[src/rtl/core/rcfp_pkg.sv]
package rcfp_pkg;

  // Frame layout
  localparam int unsigned CH_COUNT  = 16;
  localparam int unsigned CH_BITS   = 11;
  localparam int unsigned CH_CENTER = 992;
  localparam logic [7:0]  FRAME_LEN = 8'd24;

  // CRC8, MSB first, no final xor
  localparam logic [7:0]  CRC_POLY  = 8'hD5;

  // Register reset values
  localparam logic [7:0]  DEST_RESET = 8'd238;
  localparam logic [7:0]  TYPE_RESET = 8'd22;

  // Register select, taken from address bit 2
  localparam logic        REG_DEST = 1'b0;
  localparam logic        REG_TYPE = 1'b1;

  // Most bytes one channel can cause
  localparam int unsigned BURST_MAX = 4;

  // Packing state carried from one channel to the next
  typedef struct packed {
    logic [3:0] ch_idx;   // next channel within the frame
    logic [6:0] bits;     // leftover packed bits, LSB first
    logic [2:0] nbits;    // number of valid leftover bits
    logic [7:0] crc;      // running CRC over type and payload
  } pack_state_t;

  // Bytes caused by one channel, sent in index order
  typedef struct packed {
    logic [BURST_MAX-1:0][7:0] bytes;
    logic [1:0]                last_idx;
    logic                      eof;      // last byte is the frame CRC
  } burst_t;

  // Fold one byte into the CRC
  function automatic logic [7:0] crc8_byte(input logic [7:0] crc, input logic [7:0] data);
    logic [7:0] c;
    c = crc ^ data;
    for (int i = 0; i < 8; i++) begin
      c = c[7] ? ((c << 1) ^ CRC_POLY) : (c << 1);
    end
    return c;
  endfunction

endpackage

[src/rtl/core/rcfp_scale.sv]
module rcfp_scale (
  input  logic [15:0] value,
  output logic [10:0] pos
);
  import rcfp_pkg::*;

  localparam logic [15:0] RECIP_5 = 16'd52429;  // ceil(2^18 / 5)
  localparam logic [9:0]  CENTER  = 10'(CH_CENTER);

  logic        neg;
  logic [15:0] mag;
  logic [17:0] mag4;
  logic [33:0] prod;
  logic [15:0] quot;
  logic [9:0]  quot_sat;

  // Scale the magnitude by 4/5; truncation of the magnitude rounds toward zero
  always_comb begin
    neg      = value[15];
    mag      = neg ? (~value + 16'd1) : value;
    mag4     = {mag, 2'b00};
    prod     = 34'(mag4) * 34'(RECIP_5);
    quot     = prod[33:18];
    // Clamp the offset to 0..center, keeping the position within 0..2*center
    quot_sat = (quot > 16'(CH_CENTER)) ? CENTER : quot[9:0];
    pos      = neg ? (11'(CENTER) - 11'(quot_sat)) : (11'(CENTER) + 11'(quot_sat));
  end

endmodule

[src/rtl/core/rcfp_pack.sv]
module rcfp_pack (
  input  rcfp_pkg::pack_state_t st,
  input  logic [10:0]           pos,
  input  logic [7:0]            dest_address,
  input  logic [7:0]            frame_type,
  input  logic [7:0]            type_crc,
  output rcfp_pkg::burst_t      burst,
  output rcfp_pkg::pack_state_t st_nxt
);
  import rcfp_pkg::*;

  logic        first;
  logic        last_ch;
  logic [6:0]  bits_in;
  logic [2:0]  nbits_in;
  logic [17:0] acc;
  logic [4:0]  total;
  logic        two;
  logic [7:0]  b0;
  logic [7:0]  b1;
  logic [7:0]  crc_base;
  logic [7:0]  crc1;
  logic [7:0]  crc2;
  logic [1:0]  p0;
  logic [1:0]  pc;

  // Append the channel to the leftover bits
  always_comb begin
    first    = (st.ch_idx == 4'd0);
    last_ch  = (st.ch_idx == 4'(CH_COUNT - 1));
    bits_in  = first ? 7'd0 : st.bits;
    nbits_in = first ? 3'd0 : st.nbits;
    acc      = {11'd0, bits_in} | ({7'd0, pos} << nbits_in);
    total    = {2'd0, nbits_in} + 5'(CH_BITS);
    two      = total[4];
    b0       = acc[7:0];
    b1       = acc[15:8];
  end

  // Run the CRC over the completed bytes
  always_comb begin
    crc_base = first ? type_crc : st.crc;
    crc1     = crc8_byte(crc_base, b0);
    crc2     = two ? crc8_byte(crc1, b1) : crc1;
  end

  // Lay out header, payload and CRC bytes in send order
  always_comb begin
    burst.bytes = '0;
    p0 = first ? 2'd3 : 2'd0;
    if (first) begin
      burst.bytes[0] = dest_address;
      burst.bytes[1] = FRAME_LEN;
      burst.bytes[2] = frame_type;
    end
    burst.bytes[p0] = b0;
    if (two) begin
      burst.bytes[p0 + 2'd1] = b1;
    end
    pc = p0 + 2'd1 + {1'b0, two};
    if (last_ch) begin
      burst.bytes[pc] = crc2;
    end
    burst.last_idx = last_ch ? pc : (p0 + {1'b0, two});
    burst.eof      = last_ch;
  end

  // Advance the packing state; close the frame after the last channel
  always_comb begin
    st_nxt.crc = crc2;
    if (last_ch) begin
      st_nxt.ch_idx = 4'd0;
      st_nxt.bits   = 7'd0;
      st_nxt.nbits  = 3'd0;
    end else begin
      st_nxt.ch_idx = st.ch_idx + 4'd1;
      st_nxt.bits   = two ? {5'd0, acc[17:16]} : acc[14:8];
      st_nxt.nbits  = two ? 3'(total - 5'd16) : 3'(total - 5'd8);
    end
  end

endmodule

[src/rtl/core/rc_channel_frame_packer.sv]
// Channel  Direction  Payload
// in_      slave      tdata[15:0] channel_value (signed)
// out_     master     tdata[7:0] frame_byte, tuser last_of_item, tlast end_of_frame
// cfg_     APB        0x0 dest_address, 0x4 frame_type (8 bits each)
//
// An item passes an input register, a scaling register (4/5 multiply and clamp)
// and a burst register that holds the one to four bytes it causes.
// Bytes leave one per cycle while out_tready is high, so the output byte port
// sets the pace at which items pass.
// Each stage refills in the cycle it empties, so out_tready low stalls back
// to the input only once all three stages hold an item.
// Reset (synchronous, rst_n low) empties the pipeline and restarts the frame.
module rc_channel_frame_packer (
  input  logic        clk,
  input  logic        rst_n,
  // channel_value[15:0]
  input  logic        in_tvalid,
  output logic        in_tready,
  input  logic [15:0] in_tdata,
  // frame_byte[7:0]
  output logic        out_tvalid,
  input  logic        out_tready,
  output logic [7:0]  out_tdata,
  output logic        out_tlast,
  // last_of_item[0]
  output logic        out_tuser,
  input  logic        cfg_psel,
  input  logic        cfg_penable,
  input  logic        cfg_pwrite,
  input  logic [2:0]  cfg_paddr,
  input  logic [31:0] cfg_pwdata,
  output logic [31:0] cfg_prdata,
  output logic        cfg_pready
);
  import rcfp_pkg::*;

  logic [7:0]  dest_r;
  logic [7:0]  type_r;
  logic [7:0]  type_crc_r;
  logic        cfg_wr;

  logic        in_v_r;
  logic [15:0] in_data_r;
  logic        val_v_r;
  logic [10:0] val_r;
  logic [10:0] pos;

  pack_state_t st_r;
  pack_state_t st_nxt;
  burst_t      burst;
  burst_t      burst_r;
  logic        bv_r;
  logic [1:0]  idx_r;

  logic        at_last;
  logic        take_last;
  logic        s3_free;
  logic        s2_free;
  logic        s2_adv;
  logic        s1_adv;
  logic        s1_free;

  // Configuration port
  assign cfg_pready = 1'b1;
  assign cfg_wr     = cfg_psel & cfg_penable & cfg_pwrite & cfg_pready;
  assign cfg_prdata = (cfg_paddr[2] == REG_TYPE) ? {24'd0, type_r} : {24'd0, dest_r};

  // Hold registers; keep the CRC of the type byte alongside it
  always_ff @(posedge clk) begin
    if (!rst_n) begin
      dest_r     <= DEST_RESET;
      type_r     <= TYPE_RESET;
      type_crc_r <= crc8_byte(8'd0, TYPE_RESET);
    end else if (cfg_wr) begin
      if (cfg_paddr[2] == REG_DEST) begin
        dest_r <= cfg_pwdata[7:0];
      end else begin
        type_r     <= cfg_pwdata[7:0];
        type_crc_r <= crc8_byte(8'd0, cfg_pwdata[7:0]);
      end
    end
  end

  // Pipeline flow control
  always_comb begin
    at_last   = (idx_r == burst_r.last_idx);
    take_last = bv_r & out_tready & at_last;
    s3_free   = ~bv_r | take_last;
    s2_adv    = val_v_r & s3_free;
    s2_free   = ~val_v_r | s3_free;
    s1_adv    = in_v_r & s2_free;
    s1_free   = ~in_v_r | s2_free;
  end

  assign in_tready = s1_free;

  // Input register
  always_ff @(posedge clk) begin
    if (!rst_n) begin
      in_v_r <= 1'b0;
    end else if (s1_free) begin
      in_v_r <= in_tvalid;
    end
  end

  always_ff @(posedge clk) begin
    if (s1_free && in_tvalid) begin
      in_data_r <= in_tdata;
    end
  end

  rcfp_scale u_scale (
    .value (in_data_r),
    .pos   (pos)
  );

  // Scaled channel register
  always_ff @(posedge clk) begin
    if (!rst_n) begin
      val_v_r <= 1'b0;
    end else if (s2_free) begin
      val_v_r <= s1_adv;
    end
  end

  always_ff @(posedge clk) begin
    if (s1_adv) begin
      val_r <= pos;
    end
  end

  rcfp_pack u_pack (
    .st           (st_r),
    .pos          (val_r),
    .dest_address (dest_r),
    .frame_type   (type_r),
    .type_crc     (type_crc_r),
    .burst        (burst),
    .st_nxt       (st_nxt)
  );

  // Packing state advances as each channel enters the burst register
  always_ff @(posedge clk) begin
    if (!rst_n) begin
      st_r <= '0;
    end else if (s2_adv) begin
      st_r <= st_nxt;
    end
  end

  // Burst register; step through its bytes as they are taken
  always_ff @(posedge clk) begin
    if (!rst_n) begin
      bv_r  <= 1'b0;
      idx_r <= 2'd0;
    end else if (s2_adv) begin
      bv_r  <= 1'b1;
      idx_r <= 2'd0;
    end else if (take_last) begin
      bv_r  <= 1'b0;
      idx_r <= 2'd0;
    end else if (bv_r && out_tready) begin
      idx_r <= idx_r + 2'd1;
    end
  end

  always_ff @(posedge clk) begin
    if (s2_adv) begin
      burst_r <= burst;
    end
  end

  // Output channel
  assign out_tvalid = bv_r;
  assign out_tdata  = burst_r.bytes[idx_r];
  assign out_tuser  = at_last;
  assign out_tlast  = burst_r.eof & at_last;

endmodule

[config.mk]
export PLATFORM = sky130hd
export DESIGN_NAME = rc_channel_frame_packer
export DESIGN_NICKNAME = d
export VERILOG_FILES = /design/src/rtl/core/rcfp_pkg.sv /design/src/rtl/core/rcfp_scale.sv /design/src/rtl/core/rcfp_pack.sv /design/src/rtl/core/rc_channel_frame_packer.sv
export SDC_FILE = /design/constraint.sdc
export NUM_CORES = 1
export LEC_CHECK = 0
export ABC_AREA = 1
export BUFFER_PORTS_ARGS = -buffer_cell sky130_fd_sc_hd__buf_2
export CAP_MARGIN = 40
export CELL_PAD_IN_SITES_DETAIL_PLACEMENT = 1
export CELL_PAD_IN_SITES_GLOBAL_PLACEMENT = 1
export CORE_MARGIN = 1
export CORE_UTILIZATION = 45
export DETAILED_ROUTE_END_ITERATION = 10
export PLACE_DENSITY_LB_ADDON = 0.1
export SLEW_MARGIN = 40
export SYNTH_ARGS = -nofsm -noshare
export SYNTH_HDL_FRONTEND = slang
export SYNTH_SLANG_ARGS = --single-unit
[constraint.sdc]
create_clock -name clk -period 10.3 [get_ports clk]
set_input_delay 1.03 -clock clk [delete_from_list [all_inputs] [get_ports clk]]
set_output_delay 1.03 -clock clk [all_outputs]
set_load 0.03 [all_outputs]
; ---- Word-level counts from Yosys, hierarchy flattened
; Cells that the tools add are included.
[totals]
output_inout_bits = 45
ff_bits = 113
[classes]
reduce_logical = 10
shifts = 1
eq_ne = 2
magnitude_cmp = 8
n_bitwise = 43
mul = 1
add_sub_neg = 11
muxes = 53
[ops]
columns = op, count
row1 = 2-to-1 mux 8 bit, 31
row2 = inverter 5 bit, 24
row3 = bitwise mux 32 bit, 3
row4 = 2-to-1 mux 32 bit, 2
row5 = demux 8 bit (select 2 bit), 3
row6 = "multiplier 16 x 16 -> 32 bit, second input constant", 1
row7 = 2-to-1 mux 24 bit, 1
row8 = bitwise OR 7 x 18 -> 18 bit, 1
row9 = << shifter 11 x 3 -> 18 bit, 1
row10 = "adder 16 x 1 -> 16 bit, second input constant", 1
row11 = binary-select mux 8 bit (select 2 bit), 1
row12 = "greater-than comparator 16 x 10 -> 1 bit, second input constant", 1
row13 = 2-to-1 mux 16 bit, 1
row14 = inverter 16 bit, 1
row15 = bitwise XOR 8 bit, 2
row16 = 2-to-1 mux 14 bit, 1
row17 = 2-to-1 mux 7 bit, 2
row18 = "< comparator 2 x 3 -> 1 bit, second input constant", 4
row19 = "adder 10 x 10 -> 11 bit, first input constant", 1
row20 = 2-to-1 mux 11 bit, 1
row21 = "subtractor 10 x 10 -> 11 bit, first input constant", 1
row22 = 2-to-1 mux 10 bit, 1
row23 = AND 1 bit, 7
row24 = "greater-or-equal comparator 2 x 1 -> 1 bit, second input constant", 3
row25 = 17 further kinds, 34

; ---- Logic depth before layout (Yosys ltp)
; Gate-level depths: netlist of run 1.
[depth]
ltp_word = 41
mapped_depth = 42

; ---- By module
; From an unflattened synthesis of run 1, not the netlist that was laid out.
[hier_totals]
hier_cells = 1890
area_unflattened_um2 = 13740.7
[modules_own_cells]
columns = mod, cells_each, area_each_um2, instances
row1 = rcfp_scale, 874, 6267.3, 1
row2 = rc_channel_frame_packer, 471, 4620.7, 1
row3 = rcfp_pack, 545, 2852.7, 1

; ---- Worst setup path after synthesis of run 1
; Ideal clock, no wire load.
[synth_path]
kind = flip-flop to flip-flop
startpoint = register in_data_r[0]
endpoint = register val_r[7] (data pin)
n_path_buf = 0
arrival_time_ns = 7.478
slack_ns = 2.569
t_required_ns = 10.047
path_stages_with_launch = 35
cell_sequence = edfxtp_1 > nor3_1 > nand2_1 > nor3_1 > nor3b_1 > nand2_1 > nor4_1 > ha_1 > ha_1 > inv_1 > fa_1 > inv_1 > fa_1 > fa_1 > inv_1 > fa_1 > inv_1 > ha_1 > nand2_1 > nor4_1 > nand2_1 > nand2_1 > a21oi_1 > o21ai_0 > xor2_1 > nand2_1 > o311ai_2 > nor2_1 > inv_1 > ha_1 > nand2_1 > nand2_1 > nand2_1 > nand2_1 > nand2_1
[synth_between]
elab_chain_cells = 8
[synth_rtl]
columns = item, line_no
row1 = from (decl), rc_channel_frame_packer.sv:43  ; logic [15:0] in_data_r;
row2 = from (signal assigned), rc_channel_frame_packer.sv:108  ; in_data_r <= in_tdata;
row3 = inverter 16 bit, rcfp_scale.sv:20  ; mag = neg ? (~value + 16'd1) : value;
row4 = adder 16 x 1 -> 16 bit, rcfp_scale.sv:20
row5 = 2-to-1 mux 16 bit (*), rcfp_scale.sv:20
row6 = multiplier 16 x 16 -> 32 bit (*), rcfp_scale.sv:22  ; prod = 34'(mag4) * 34'(RECIP_5);
row7 = greater-than comparator 16 x 10 -> 1 bit, rcfp_scale.sv:25  ; quot_sat = (quot > 16'(CH_CENTER)) ? CENTER : quot[9:0];
row8 = 2-to-1 mux 10 bit (*), rcfp_scale.sv:25
row9 = adder 10 x 10 -> 11 bit / subtractor 10 x 10 -> 11 bit (equally long branches), rcfp_scale.sv:26  ; pos = neg ? (11'(CENTER) - 11'(quot_sat)) : (11'(CENTER) + 11'(quot_sat));
row10 = 2-to-1 mux 11 bit (*), rcfp_scale.sv:26
row11 = named net pos[7], rc_channel_frame_packer.sv:46  ; logic [10:0] pos;
row12 = to (signal assigned), rc_channel_frame_packer.sv:128  ; val_r <= pos;
row13 = to (decl), rc_channel_frame_packer.sv:45  ; logic [10:0] val_r;
; The timed path passes the listed nets; every way through them passes the cells marked *.
; A chain may end at the register's enable or synchronous reset.

; ---- Worst setup path in the final report of run 1
[layout_path]
startpoint = register in_data_r[0]
endpoint = register val_r[9] (data pin)
; The elaborated chain is that of the path after synthesis.

==> impl_results.md, run 1 <==
* DRC errors left at 0
* Worst reg2reg path startpoint: in_data_r[0]$_DFFE_PP_
* Worst Setup End Kind: flop
* Clock-pin transition on the worst setup and hold timing paths at 0.07 ns
* #FFs+latches synth at 113
* Relative slew slack at 0.455
* Via count at 10800
* Row count at 60
* Sequential-to-total area share from yosys stat at 0.233
* Dpl hpwl at 30.0 mm
* Synth unique cells at 54
* Largest family of logic cells by synthesized area: adder cells
* Initial antenna violation count at 0
* RSZ-0062 raised after global routing: false
* Hold Buf Count CTS at 0
* Hold Path Class: flop to flop
* Die ar. at 0.0281 mm^2
* Core Region at 0.0270 mm^2
* TritonRoute pass-1 iters at 4
* Number of global-route vias before repair at 11300
* WS Path Type: flop to flop
* Synth Area in XOR/XNOR at 0.0555
* GR Overflow Total at 0
* GRT Overall Usage at 0.269
* Clock Skew at 0.0112 ns
* Post-Syn Instances at 1608
* Skew-Pair Late Insertion Delay at 0.43 ns
* CTS tree: yes
* Synth Area in Simple Gates at 0.234
* Resize count post-CTS at 0
* Root buf cell: clkbuf_16
* Gpl congestion at 0.905
* Routed length per instance at 18.2 um
* CP Data Arrival Time at 9.25 ns
* Data required time of the worst path at 10.48 ns
* Fillers at 3396
* Vias per inst at 5.35
* Reg2Reg Capture Point: val_r[9]$_DFFE_PP_
* Antenna-violating nets left at 0
* Status: complete, no violations
* Reg area at 0.00288 mm^2
* Post-Syn Area at 0.0124 mm^2
* Critical Path Fanout Max at 10
* Mean Syn Cell Area at 7.69 um^2
* Final min period at 9.06 ns
* Combined area of the multi-input logic cells at 0.00823 mm^2
* Postcts setup bufs at 0
* Worst Reg2Reg Path Length in Cells at 34
* Compound-Gate Fraction of Synth Area at 0.104
* Flop-to-flop setup slack at 1.24 ns
* Largest buffer count on any clock path at 2
* Final setup fails at 0
* Synth area leaders: edfxtp_1 (15%), ha_1 (14%), fa_1 (12%)
* Synth top area share at 0.151
* Hold EP: st_r[0]$_SDFFE_PN0P_
* Hold Vio Cnt, Final at 0
* Yosys top cell by area: edfxtp_1
* Type of origin of the critical path: flop
* Synth Area in Adders at 0.261
* H-tree Lvls at 4
* Port-buffer cells at 51
* Max cap viols at 0
* Layout cell share with drive strength beyond 1 at 0.109
* Max Clk Rate at 110 MHz
* First-pass GRT wire length at 58.8 mm
* Final nets at 1931
* Most frequent cells in the layout: nand2_1 (339), inv_1 (254), ha_1 (143), nor2_1 (103), nand3_1 (103)
* Post-synthesis mux area share at 0.00243
* Setup Total Neg Slack at 0 ns
* Synthesis Warnings at 0
* Die Height at 168 um
* Max incr delay on CP at 0.55 ns
* Most common cell after layout, fill and taps aside: nand2_1
* Hold_sp: st_r[0]$_SDFFE_PN0P_
* Final wirelength at 36.6 mm
* WHS Path Cells at 2
* Ant diodes at 0
* Chip Width at 168 um
* CTS buffer count at 17
* Layout area overhead at 8.80%
* Initial Utilization at 0.459
* Measured slew at the worst slew-check pin at 0.808 ns
* Initial drt markers at 416
* Crit share post-route at 0.880
* Sink Count at 113
* Final Max Tran Viols at 0
* # IOs at 103
* Slowest CP cell: fa_1
* Pin count of the biggest net entering global routing at 41
[area by class of cell]
class	count	share of cell area
flip-flops and latches	113	0.214
clock buffers	17	0.0316
multi-input cells	1192	0.611
inverters	270	0.0755
clock inverters	15	0.00921
repair buffers	64	0.0262
well taps	341	0.0317
[state kept, by name (all words and copies together) (netlist names)]
signal and count:
burst_r 35, st_r 22, in_data_r 16, val_r 11, dest_r 8, type_crc_r 8, type_r 8, idx_r 2
in_v_r 1, out_tvalid 1, val_v_r 1
[cells in the mapped netlist, drive strengths merged]
| cell type | count |
|---|---|
| a211oi | 1 |
| a21o | 3 |
| a21oi | 66 |
| a221oi | 1 |
| a31oi | 10 |
| a32o | 1 |
| and2 | 3 |
| buf | 35 |
| clkbuf | 21 |
| clkinv | 4 |
| conb | 2 |
| dfxtp | 51 |
| edfxtp | 62 |
| fa | 72 |
| ha | 143 |
| inv | 266 |
| mux2i | 3 |
| nand2 | 376 |
| nand3 | 119 |
| nand3b | 5 |
| nand4 | 12 |
| nor2 | 108 |
| nor3 | 9 |
| nor3b | 1 |
| nor4 | 2 |
| o211ai | 5 |
| o21ai | 109 |
| o21bai | 6 |
| o221ai | 2 |
| o22ai | 18 |
| o311ai | 2 |
| o31ai | 4 |
| o32ai | 1 |
| o41ai | 1 |
| or2 | 9 |
| xnor2 | 26 |
| xor2 | 49 |
[how the worst max path moves through the flow]
stage,startpoint,endpoint,slack (ns)
floorplan,in_data_r[0]$_DFFE_PP_,val_r[7]$_DFFE_PP_,2.57
global placement,in_data_r[0]$_DFFE_PP_,val_r[9]$_DFFE_PP_,1.36
global route,in_data_r[0]$_DFFE_PP_,val_r[9]$_DFFE_PP_,0.56
finish,in_data_r[0]$_DFFE_PP_,val_r[9]$_DFFE_PP_,1.24
detailed placement,in_data_r[0]$_DFFE_PP_,val_r[9]$_DFFE_PP_,1.22
CTS,in_data_r[0]$_DFFE_PP_,val_r[9]$_DFFE_PP_,1.17
[per-layer routing]
metal | track usage | vias to the layer above | routed length, um
li1 | - | 5277 | -
met1 | 0.301 | 5251 | 15100
met2 | 0.513 | 162 | 19400
met3 | 0.0320 | 69 | 850
met4 | 0.106 | 0 | 1270
met5 | 0 | - | 0
[logic make-up (layout without fill, tap and decap cells)]
family | Yosys count | after routing
flip-flops | 113 | 113
adder cells (fa/ha/maj) | 215 | 215
multiplexers | 3 | 3
other | 2 | 25
XOR/XNOR | 75 | 75
AND/OR/NAND/NOR | 644 | 644
AO/OA/AOI/OAI | 230 | 230
buffers and inverters | 326 | 366
[critical path, delay by kind of cell (launching register included)]
kind / cells / cell delay (ns)
AND/OR/NAND/NOR: 11 / 2.00
buffers and inverters: 5 / 0.41
XOR/XNOR: 1 / 0.45
flip-flops: 1 / 0.53
adder cells (fa/ha/maj): 8 / 3.27
AO/OA/AOI/OAI: 9 / 2.14
[through the flow]
stage | instance area, um^2 | worst slack [ns] | hold WS, ns | utilization | cells
2_1_floorplan | 12500 | 2.57 | 0.419 | - | 1631
3_3_place_gp | 12900 | 1.36 | 0.434 | 0.479 | 1980
5_1_grt | 13500 | 0.560 | 0.487 | 0.499 | 2012
3_5_place_dp | 12900 | 1.22 | 0.447 | 0.479 | 1980
6_report | 13500 | 1.24 | 0.467 | 0.499 | 2012
4_1_cts | 13500 | 1.17 | 0.464 | 0.499 | 2012
Power of run 1 is not shown: default switching activity piles up to over one toggle a cycle in this logic, so the estimate is an artifact.
==> inputs of run 2 (changes only) <==
Settings changed: ABC_AREA 1 to default.
==> run 2 against run 1 <==
Against the previous run:
- wire length is 1.2% lower
- register-to-register slack worse by 0.54 ns
- synthesized cell count is 15% lower
- critical path depth is 3 higher
- critical endpoint is now val_r[6]$_DFFE_PP_
==> impl_results.md, run 2 <==
* Status: complete, no violations
* Mean Syn Cell Area at 9.27 um^2 (+21%)
* First-pass GRT wire length at 57.0 mm (-3.0%)
* Top post-synthesis cells by count: inv_1 (170), ha_1 (143), nand2_1 (117), xnor2_1 (74), fa_1 (72)
* Hold Path Class: flop to flop
* Dpl cell area at 0.0132 mm^2 (+2.1%)
* Final setup fails at 0 (unchanged)
* Postcts setup bufs at 0 (unchanged)
* Hold Vio Cnt, Final at 0 (unchanged)
* Post-Syn Instances at 1365 (-15%)
* Max incr delay on CP at 0.55 ns (about the same)
* Initial drt markers at 624 (+50%)
* Post-synth ARST share at 0 (unchanged)
* Initial antenna violation count at 0 (unchanged)
* Slowest CP cell: or4_1
* Layout area overhead at 8.78% (about the same)
* # IOs at 103 (unchanged)
* Via count at 9973 (-7.3%)
* Skew-Pair Late Insertion Delay at 0.43 ns (about the same)
* Ant diodes at 0 (unchanged)
* Type of origin of the critical path: flop
* Fin area at 0.0138 mm^2 (+2.3%)
* Biggest registers after layout: burst_r x35, st_r x22, in_data_r x16
* Sequential-to-total area share from yosys stat at 0.228 (-0.00537)
* Critical path buffers and inverters at 10 (+5)
* Fillers at 3241 (-4.6%)
* Clock-pin transition on the worst setup and hold timing paths at 0.07 ns (about the same)
* Synth unique cells at 91 (+69%)
* Combined area of the multi-input logic cells at 0.00876 mm^2 (+6.5%)
* Most frequent cells in the layout: inv_1 (170), ha_1 (143), nand2_1 (117), xnor2_1 (74), fa_1 (72)
* Final Max Tran Viols at 0 (unchanged)
* GRT Overall Usage at 0.260 (-0.00881)
* CP delay by family, top: adder cells
* Max FFs per register at 35 (unchanged)
* Pin count of the biggest net entering global routing at 56 (+37%)
* Most common cell after layout, fill and taps aside: inv_1
* Row count at 61 (+1.7%)
* Dpl hpwl at 28.3 mm (-5.4%)
* CP most frequent cell: inv_1
* Synth area leaders: edfxtp_1 (15%), ha_1 (14%), fa_1 (11%)
* Chip Width at 170 um (+1.2%)
* Data required time of the worst path at 10.48 ns (about the same)
* Final nets at 1665 (-14%)
* Reg area at 0.00289 mm^2 (+0.13%)
* CTS buffer count at 17 (unchanged)
* Top reg by flops: burst_r
* GR met3 Demand/Resource at 0.0285 (-0.00352)
* DRC errors left at 0 (unchanged)
* Relative slew slack at 0.432 (-0.0234)
* GR Util met1 at 0.319 (+0.0175)
* Post-synth EDFFs at 62 (unchanged)
* CTS tree: yes
* Die ar. at 0.0288 mm^2 (+2.3%)
* Final min period at 9.60 ns (+0.538 ns)
* H-tree Lvls at 4 (unchanged)
* TritonRoute pass-1 iters at 7 (+3)
* Core Region at 0.0277 mm^2 (+2.8%)
* Top_reg_cell synth: edfxtp_1
* Max Clk Rate at 104 MHz (-5.6%)
* Critical Path Fanout Max at 7 (-3)
* Hold Buf Count CTS at 0 (unchanged)
* #FFs+latches synth at 113 (unchanged)
* GR Overflow Total at 0 (unchanged)
* Resize count post-CTS at 0 (unchanged)
* Most crowded layer after global routing: met2
* Gpl congestion at 0.872 (-3.6%)
* M2 GR Usage at 0.474 (-0.0396)
* Max cap viols at 0 (unchanged)
* Crit share post-route at 0.932 (+0.0522)
* Routed length per instance at 20.3 um (+11%)
* Vias per inst at 5.59 (+4.6%)
* WS Path Type: flop to flop
* Clock Skew at 0.0197 ns (+0.00851 ns)
* Antenna-violating nets left at 0 (unchanged)
* RSZ-0062 raised after global routing: false
* Largest buffer count on any clock path at 2 (unchanged)
* Die Height at 170 um (+1.2%)
* Final wirelength at 36.2 mm (-1.2%)
* Measured slew at the worst slew-check pin at 0.851 ns (+0.0425 ns)
* Worst Setup End Kind: flop
* Initial Utilization at 0.457 (-0.00197)
* Root buf cell: clkbuf_16
* Post-Syn Area at 0.0127 mm^2 (+2.4%)
* Synth top area share at 0.147 (-0.00347)
* Synthesis Warnings at 0 (unchanged)
* Most numerous cell in the Yosys netlist: inv_1
* Number of global-route vias before repair at 10300 (-8.6%)
* Port-buffer cells at 51 (unchanged)
* CP Data Arrival Time at 9.79 ns (+0.54 ns)
* Yosys top cell by area: edfxtp_1
* Sink Count at 113 (unchanged)
* Setup Total Neg Slack at 0 ns (unchanged)
* Layout cell share with drive strength beyond 1 at 0.122 (+0.0135)
==> run 2: cell count changes in the layout (fill, tap and decap cells not counted), moves of 15 or more <==
cell,previous run,this run
nand3_1,103,33
xnor2_1,24,74
inv_1,254,170
a211oi_1,1,16
o21ai_0,97,36
a21o_1,3,24
nor2_1,103,68
nand2_1,339,117
nand2_2,32,0
nand3_2,15,0
==> run 2: metal layers <==
layer  wire (um)  share of wire  up-vias
li1            -              -     4743
met1       15300           0.42     4969
met2       18900           0.52      208
met3        1140          0.031       53
met4         854          0.024        0
met5           0              0        -
==> run 2: cell families after synthesis <==
kind of cell | synth area share
adder cells (fa/ha/maj) | 0.255
AO/OA/AOI/OAI | 0.150
buffers and inverters | 0.0882
other | 0.000593
AND/OR/NAND/NOR | 0.129
flip-flops | 0.228
multiplexers | 0.0388
XOR/XNOR | 0.111
==> run 2: worst reg2reg max path: cells and delay by family (launching register included) <==
kind | cells | cell delay, ns
buffers and inverters | 10 | 0.97
AOI/OAI and AO/OA | 12 | 3.01
and+or+nand+nor | 5 | 1.27
adders and majority gates | 9 | 3.43
DFF | 1 | 0.53
xor gates and xnor gates | 1 | 0.16
==> run 2: per-stage QoR <==
step | utilization | setup WS, ns | hold slack, ns | instances
finish | 0.497 | 0.697 | 0.477 | 1783
global route | 0.497 | 0.242 | 0.505 | 1783
CTS | 0.497 | 0.693 | 0.474 | 1783
detailed placement | 0.476 | 0.743 | 0.465 | 1751
global placement | 0.475 | 0.796 | 0.460 | 1750
floorplan | - | 1.05 | 0.440 | 1388
==> run 2: cell type report <==
type / count / share of cell area
Timing Repair Buffer: 70 / 0.0289
Tap cell: 378 / 0.0343
Clock inverter: 15 / 0.0117
Inverter: 173 / 0.0481
Multi-Input combinational cell: 1017 / 0.636
Clock buffer: 17 / 0.0309
Sequential cell: 113 / 0.210
==> run 2: path summary, 6_finish.rpt <==
kind                           from                     end  slack [ns]  cells after the start
max          in_data_r[0]$_DFFE_PP_      val_r[6]$_DFFE_PP_        0.70                     37
min          type_r[7]$_SDFFE_PN0P_  type_r[7]$_SDFFE_PN0P_        0.48                      2
min reg2reg  type_r[7]$_SDFFE_PN0P_  type_r[7]$_SDFFE_PN0P_        0.48                      2
max reg2reg  in_data_r[0]$_DFFE_PP_      val_r[6]$_DFFE_PP_        0.70                     37
Power of run 2 is left out for the same reason.
==> inputs of run 3 (changes only) <==
Settings changed: CORE_UTILIZATION 45 to 44.
Clock period 10.3 ns to 8.8 ns, I/O delays scaled along.
==> run 3 against run 2 <==
Against the previous run:
- register-to-register slack got worse by 0.33 ns
- critical endpoint unchanged
- largest cell class unchanged
- non-clock buffer count rose by 34
- wire length rose by 1.4%
- cell area up 3.2%
- sequential share of layout area is 0.67 points lower
- die area is 2.2% higher
- worst setup slack got worse by 0.33 ns
- via count about the same
- worst hold slack lost 0.0029 ns
==> impl_results.md, run 3 (synthesis gave the netlist of run 2 again) <==
* Status: complete, no violations
* Number of global-route vias before repair at 10400 (+0.60%)
* Routed length per instance at 20.2 um (-0.47%)
* Biggest registers after layout: burst_r x35, st_r x22, in_data_r x16
* Worst Setup End Kind: flop
* CTS buffer count at 17 (unchanged)
* Port-buffer cells at 51 (unchanged)
* Max incr delay on CP at 0.57 ns (+0.02 ns)
* Placed cells at 1780 (+1.7%)
* Clock-pin transition on the worst setup and hold timing paths at 0.06 ns (about the same)
* Final nets at 1699 (+2.0%)
* Slowest CP cell: or4_4
* Initial Utilization at 0.452 (-0.00498)
* DRC errors left at 0 (unchanged)
* Type of origin of the critical path: flop
* Critical Path Fanout Max at 4 (-3)
* Core Region at 0.0280 mm^2 (+1.1%)
* Relative slew slack at 0.466 (+0.0344)
* Die Height at 172 um (+1.1%)
* Pin count of the biggest net entering global routing at 56 (unchanged)
* GR Overflow Total at 0 (unchanged)
* Max cap viols at 0 (unchanged)
* CP Data Arrival Time at 8.63 ns (-1.16 ns)
* Final Max Tran Viols at 0 (unchanged)
* Most common cell after layout, fill and taps aside: inv_1
* Hold Vio Cnt, Final at 0 (unchanged)
* Clock Skew at 0.0162 ns (-0.00346 ns)
* GRT Overall Usage at 0.258 (-0.00189)
* Layout area overhead at 12.2%
* Largest buffer count on any clock path at 2 (unchanged)
* Max FFs per register at 35 (unchanged)
* Vias per inst at 5.49 (-1.9%)
* CP delay by family, top: adder cells
* Top reg by flops: burst_r
* H-tree Lvls at 4 (unchanged)
* Antenna-violating nets left at 0 (unchanged)
* CTS tree: yes
* Layout cell share with drive strength beyond 1 at 0.163 (+0.0402)
* Measured slew at the worst slew-check pin at 0.794 ns (-0.0566 ns)
* Skew-Pair Late Insertion Delay at 0.45 ns (+0.02 ns)
* Ant diodes at 0 (unchanged)
* Hold Buf Count CTS at 0 (unchanged)
* Final setup fails at 0 (unchanged)
* Chip Width at 172 um (+1.1%)
* Final min period at 8.43 ns (-1.17 ns)
* Dpl hpwl at 29.2 mm (+2.9%)
* Gpl congestion at 0.904 (+3.7%)
* Crit share post-route at 0.958 (+0.0257)
* CP most frequent cell: a21o_1
* Row count at 61 (unchanged)
* Non-Filler Instances at 1817 (+1.9%)
* WS Path Type: flop to flop
* Die ar. at 0.0295 mm^2 (+2.2%)
* Max Clk Rate at 119 MHz (+14%)
* TritonRoute pass-1 iters at 5 (-2)
* Sink Count at 113 (unchanged)
* Data required time of the worst path at 9.00 ns (-1.48 ns)
* Critical path buffers and inverters at 8 (-2)
* Root buf cell: clkbuf_16
* Initial drt markers at 413 (-34%)
* Final wirelength at 36.7 mm (+1.4%)
* Most frequent cells in the layout: inv_1 (166), ha_1 (138), nand2_1 (116), fa_1 (72), xnor2_1 (71)
* Initial antenna violation count at 1 (+1)
* Hold Path Class: flop to flop
* Via count at 9971 (-0.020%)
* # IOs at 103 (unchanged)
* First-pass GRT wire length at 56.6 mm (-0.64%)
[run 3: cell count changes in the layout (fill, tap and decap cells not counted), sizes merged]
cell      previous run  this run
buf                 70       104
inv                180       175
clkinvlp             1         4
bufinv               1         2
clkinv               6         7
[run 3: routing by layer]
layer | up-vias | global-route usage | wire length (um)
met5 | - | 0 | 0
met4 | 0 | 0.113 | 1350
met1 | 4943 | 0.302 | 15500
li1 | 4805 | - | -
met3 | 69 | 0.0384 | 1000
met2 | 154 | 0.464 | 18800
[run 3: per-stage QoR]
step | setup slack (ns) | setup TNS (ns) | util | area [um^2] | hold WS, ns
floorplan | 0.0596 | 0 | - | 12800 | 0.440
global placement | 0.0592 | 0 | 0.479 | 13400 | 0.471
detailed placement | -0.0386 | -0.0386 | 0.480 | 13400 | 0.474
CTS | 0.0165 | 0 | 0.501 | 14000 | 0.483
global route | -0.000765 | -0.000765 | 0.507 | 14200 | 0.502
finish | 0.370 | 0 | 0.507 | 14200 | 0.475
[run 3: what timing repair did]
action / in CTS / in global routing
buffers inserted: 1 / 4
endpoints found under the hold margin: 0 / 0
gates resized for setup: 2 / 31
pin swaps: 1 / 18
setup endpoints to repair: 1 / 6
[run 3: area by class of cell]
cell class	instances	area (um^2)
fill	3229	13800
clock inverter	15	156
tap	378	473
inverter	173	662
clock buffer	17	425
timing repair buffer	104	661
multi-input combinational	1017	8950
sequential	113	2880
[run 3: path summary, 6_finish.rpt]
path / start / to / slack [ns] / depth (start not counted)
hold reg to reg: type_crc_r[5]$_SDFFE_PN0P_ / type_crc_r[5]$_SDFFE_PN0P_ / 0.47 / 2
hold / removal: type_crc_r[5]$_SDFFE_PN0P_ / type_crc_r[5]$_SDFFE_PN0P_ / 0.47 / 2
setup / recovery: in_data_r[5]$_DFFE_PP_ / val_r[6]$_DFFE_PP_ / 0.37 / 34
setup reg to reg: in_data_r[5]$_DFFE_PP_ / val_r[6]$_DFFE_PP_ / 0.37 / 34
[run 3: worst reg2reg max path: cells and delay by family, from the launching register on]
| kind | cells | cell delay (ns) |
|---|---|---|
| and+or+nand+nor | 5 | 1.62 |
| DFF | 1 | 0.41 |
| AOI/OAI and AO/OA | 11 | 2.34 |
| xor gates and xnor gates | 2 | 0.35 |
| adders and majority gates | 8 | 2.92 |
| buffers and inverters | 8 | 0.53 |
Power of run 3 is left out for the same reason.
